==> src/rlh_fifo.sv <==
`timescale 1ns / 1ps
// ----------------------------------------------------------------------------
// rlh_fifo: command queue between front end and counter engine
// Small show-ahead FIFO; head entry is visible while not empty.
// ----------------------------------------------------------------------------
module rlh_fifo #(
  parameter int WIDTH = 8,
  parameter int DEPTH = 4,
  localparam int PTR_W = (DEPTH > 1) ? $clog2(DEPTH) : 1,
  localparam int CNT_W = $clog2(DEPTH + 1)
) (
  input  logic             clk,
  input  logic             rst_n,
  input  logic             push,
  input  logic [WIDTH-1:0] push_data,
  output logic             full,
  input  logic             pop,
  output logic [WIDTH-1:0] pop_data,
  output logic             empty
);

  localparam logic [PTR_W-1:0] PTR_LAST = PTR_W'(DEPTH - 1);
  localparam logic [CNT_W-1:0] CNT_FULL = CNT_W'(DEPTH);

  logic [WIDTH-1:0] mem [DEPTH];
  logic [PTR_W-1:0] wr_ptr_r;
  logic [PTR_W-1:0] rd_ptr_r;
  logic [CNT_W-1:0] count_r;

  assign full     = (count_r == CNT_FULL);
  assign empty    = (count_r == '0);
  assign pop_data = mem[rd_ptr_r];

  always_ff @(posedge clk) begin
    if (push) begin
      mem[wr_ptr_r] <= push_data;
    end
  end

  always_ff @(posedge clk) begin
    if (!rst_n) begin
      wr_ptr_r <= '0;
      rd_ptr_r <= '0;
      count_r  <= '0;
    end else begin
      if (push) begin
        wr_ptr_r <= (wr_ptr_r == PTR_LAST) ? '0 : wr_ptr_r + 1'b1;
      end
      if (pop) begin
        rd_ptr_r <= (rd_ptr_r == PTR_LAST) ? '0 : rd_ptr_r + 1'b1;
      end
      if (push && !pop) begin
        count_r <= count_r + 1'b1;
      end else if (pop && !push) begin
        count_r <= count_r - 1'b1;
      end
    end
  end

endmodule

==> config.mk <==
export PLATFORM = sky130hd
export DESIGN_NAME = rlh_fifo
export DESIGN_NICKNAME = d
export VERILOG_FILES = /design/src/rlh_fifo.sv
export SDC_FILE = /design/constraint.sdc
export NUM_CORES = 1
export LEC_CHECK = 0
export ABC_AREA = 1
export BUFFER_PORTS_ARGS = -buffer_cell sky130_fd_sc_hd__buf_2
export CORE_ASPECT_RATIO = 0.5
export CORE_MARGIN = 8
export CORE_UTILIZATION = 44
export CTS_BUF_LIST = sky130_fd_sc_hd__clkbuf_16
export DETAILED_ROUTE_END_ITERATION = 8
export PLACE_DENSITY = 0.74
export SLEW_MARGIN = 20
export SYNTH_ARGS = -nofsm -noshare
export SYNTH_HDL_FRONTEND = slang
export SYNTH_SLANG_ARGS = --single-unit
export TNS_END_PERCENT = 30
==> constraint.sdc <==
create_clock -name clk -period 3.5 [get_ports clk]
set_clock_uncertainty 0.2 [all_clocks]
set_input_delay 0.35 -clock clk [delete_from_list [all_inputs] [get_ports clk]]
set_output_delay 0.35 -clock clk [all_outputs]
set_load 0.02 [all_outputs]
# == Word-level counts from Yosys, hierarchy flattened ==
# Memory sizes are Yosys's and may differ from the RTL's. A register that Yosys moved wholly into a read port is not among the register bits.
# Index checks and enable logic that the tools add are counted.
# totals
ff_bits,7
mem_bits_rw,32
in_bits,12
out_inout_bits,10
word_cells,25
mem_count,1
# mem_list
name,words,width,read_ports,rd_clocked_by_memory_dff,wr,line_no,source
mem,4,8,1,1,1,25,logic [WIDTH-1:0] mem [DEPTH];
# op_classes
add_sub_neg,4
eq_ne,3
mux,8
reduce_logical,6
# ops
op,count
2-to-1 mux 2 bit,4
2-to-1 mux 3 bit,2
adder 2 x 1 -> 2 bit (second input constant),2
equality test 2 bit (second input constant),2
adder 3 x 1 -> 3 bit (second input constant),1
equality test 3 bit (second input constant),1
logical NOT 3 bit,1
subtractor 3 x 1 -> 3 bit (second input constant),1
logical AND 1 bit,2
logical NOT 1 bit,2
2-to-1 mux 1 bit,2
nonzero test 2 bit,1

# == Depth between registers and ports, before layout ==
# logic_depth
word_depth,4
mapped_depth,10
mapped_depth_nobuf,10

# == Least setup slack after synthesis ==
# No wires, ideal clock.
# synth_path
path_type,input to register
startpoint,input port pop
endpoint,register count_r[2]
setup_ns,0.110
arrival_time_ns,1.291
required_time_ns,3.190
path_slack_ns,1.899
stages,10
n_path_buf,0
cell_sequence,inv_1 > ha_1 > inv_1 > fa_1 > inv_1 > nand2_1 > nand3_1 > nand2_1 > inv_1 > nor2_1
# synth_via
elab_chain_len,3
word_cells_on_any_way,5
cone_classes,mux: 1; reduce/logical: 4
# synth_rtl
item,line_no,source
from (decl),17,"input logic pop,"
logical NOT 1 bit,52,if (push && !pop) begin
logical AND 1 bit,52,
2-to-1 mux 3 bit / nonzero test 2 bit (equally long branches),--,
to (signal assigned),53,count_r <= count_r + 1'b1;
to (signal assigned),55,count_r <= count_r - 1'b1;
to (decl),28,logic [CNT_W-1:0] count_r;
# Several ways; a longest one is shown, not always the timed one.
# A chain may end at the register's enable or synchronous reset.

==> flow_summary.ini <==
[timing]
max_freq_mhz = 436
timing.final.crit_share_pct = 65.5
worstMarginPinSlew_ns = 0.561
drv_slew = 0
min_period_ns = 2.29
fin_setup_tns_ns = 0
relSlewSlack_pct = 62.5
finalHoldViolations = 0
holdWs_ns = 0.0797
rsz0062_at_grt = no
timing.final.setup_violations = 0

[logic_synthesis]
synth-seq-area-share_pct = 69.1
syn-num-nets = 154
synth-seq-cells = 41
synth_cell_types = 19
syn_area_um2 = 1650
yosysWarnings = 0
syn_area_per_cell_um2 = 12.2
netlist_instances = 135

[hold_path]
min_to = mem[1][0]$_DFFE_PP_
hold_start = push_data[0]
whs_path_depth = 1
hold_path_class = in -> reg

[clock_network]
tritoncts = done
cts_resized = 0
path_clk_slew_ns = 0.06
cts_buffers = 5
postCtsSetupBuffers = 0
cts_num_sinks = 41
clockBufferDepth = 2
clk_latency_ns = 0.28
root_buffer = clkbuf_16
hold_buffers = 0
htree_levels = 2

[cells_and_area]
n_antenna_cell = 0
fillers = 297
drive_gt1_share_pct = 20.4
ff_latch_area_um2 = 1140
nets = 180
post_layout_nonfiller_instances = 213
area_growth_syn_to_layout_pct = 18.9
multi_input_area_um2 = 428

[floorplan]
die_width_um = 103
die_h_um = 59.3
dieArea_um2 = 6090
initial_core_util_pct = 47.1
fp.coreArea_um2 = 3510
ioPinCount = 22
rows = 15

[drt]
viasPerCell = 4.75
vias = 1012
drt-pass1-iter-count = 4
antenna_left = 0
routed_wirelength_mm = 2.85
detail_route.wl_per_cell_um = 13.4
remaining_drc_errors = 0
drt_iter0_markers = 33

[setup_path]
cp-start-kind = flop
ff2ff_path_depth = 3
reg2reg_from = wr_ptr_r[0]$_SDFFE_PN0P_
crit_arrival_ns = 1.74
path_cells = inv_2 -> o21ai_0 -> o22ai_1 -> buf_2
worst-path-max-fanout = 17
critPathMaxStageDelay_ns = 0.67
crit_slowest_cell = dfxtp_1
endpoint_kind = primary output
r2r_setup_slack_ns = 2.01
rr_endpoint = mem[3][0]$_DFFE_PP_
setup.worst_path.class = reg -> out
required_ns = 2.95

[pwr]
peakVddDrop_mv = 0.197
leakage_uw = 0.000788
total_power_uw = 1210
p_per_area_nw_per_um2 = 617

[global_route]
grt_pass1_wl_mm = 4.62
grt_max_degree = 18
grt_overflow = 0
antenna_found_initial = 0
grt_pass1_vias = 994
grt_usage_pct = 10.3

[flow_run]
drv_cap = 0

[placed_design]
dp_hpwl_mm = 1.95
placed_cells = 205
gp_congestion = 0.711
portBuffers = 21

[status]
status = finished, final reports clean
metrics by stage:
stage / area (µm²) / utilization (%) / worst slack (ns)
finish: 1960 / 56.0 / 1.21
global route: 1960 / 56.0 / 1.03
CTS: 1960 / 56.0 / 1.20
detailed placement: 1800 / 51.2 / 1.50
global placement: 1800 / 51.2 / 1.62
floorplan: 1650 / - / 1.90
flip-flops by register name, summed over array words and instances, names as in the netlist, named ones only:
signal and count:
count_r 3, mem 32, rd_ptr_r 2, wr_ptr_r 2
metal layers:
metal	part of all wire [%]	vias up	global-route usage, %	wire length (µm)
li1	-	523	-	-
met1	46	464	12.1	1320
met2	46	16	15.5	1300
met3	4.9	9	3.40	140
met4	3.2	0	7.44	91
met5	0	-	0	0
layout make-up:
cell class | count | area share (%)
repair buffers | 21 | 5.35
clock buffers | 5 | 6.37
flip-flops and latches | 41 | 58.1
multi-input cells | 76 | 21.8
inverters | 16 | 3.06
clock inverters | 3 | 2.10
well taps | 51 | 3.25
worst max-delay path by stage:
stage,start,end,slack (ns),depth (start not counted)
final,flop,pop_data[0],1.21,4
after global routing,flop,pop_data[0],1.03,4
after CTS,flop,pop_data[0],1.20,4
after detailed placement,flop,pop_data[0],1.50,4
after global placement,flop,pop_data[0],1.62,4
after floorplan,pop,count_r[2]$_SDFFE_PN0P_,1.90,10
worst max-delay path, delay by kind of cell, from the launching register on:
kind,cells,cell delay (ns)
DFF,1,0.67
buffers and inverters,2,0.43
AOI/OAI and AO/OA,2,0.37
report_power, final:
group	total, µW	switching, µW	internal (µW)
Clock	512	178	333
Combinational	128	83.1	45.3
Sequential	572	19.3	553
Total	1210	281	931
synth_stat cells (all sizes together):
library cell,instances,area [µm²]
buf,2,22.5
dfxtp,9,180
nand4,1,6.26
nor3,4,20.0
edfxtp,32,961
o21ai,19,103
a21oi,3,15.0
ha,6,75.1
nand2,8,30.0
xor2,1,8.76
o22ai,8,50.1
inv,16,60.1
nand3,1,5.00
fa,1,20.0
nor2,24,95.1
layout by cell type, fill, tap and decap left out, types with 2 or more instances in the layout:
cell type  instances
inv_1             15
a21oi_1            3
o21ai_1            2
clkbuf_16          5
nand2_1            8
ha_1               6
dfxtp_1            9
o22ai_1            8
nor3_1             4
o21ai_0           15
nor2_2             2
nor2_1            22
buf_2             21
edfxtp_1          32
o21ai_2            2
cell families after synthesis:
family                     after synthesis  share of synthesized area [%]
DFF                                     41                           69.1
and+or+nand+nor                         38                           9.47
AOI/OAI and AO/OA                       30                           10.2
buffers and inverters                   18                           5.00
adders and majority gates                7                           5.76
xor gates and xnor gates                 1                          0.530
(Power assumes the default switching activity.)
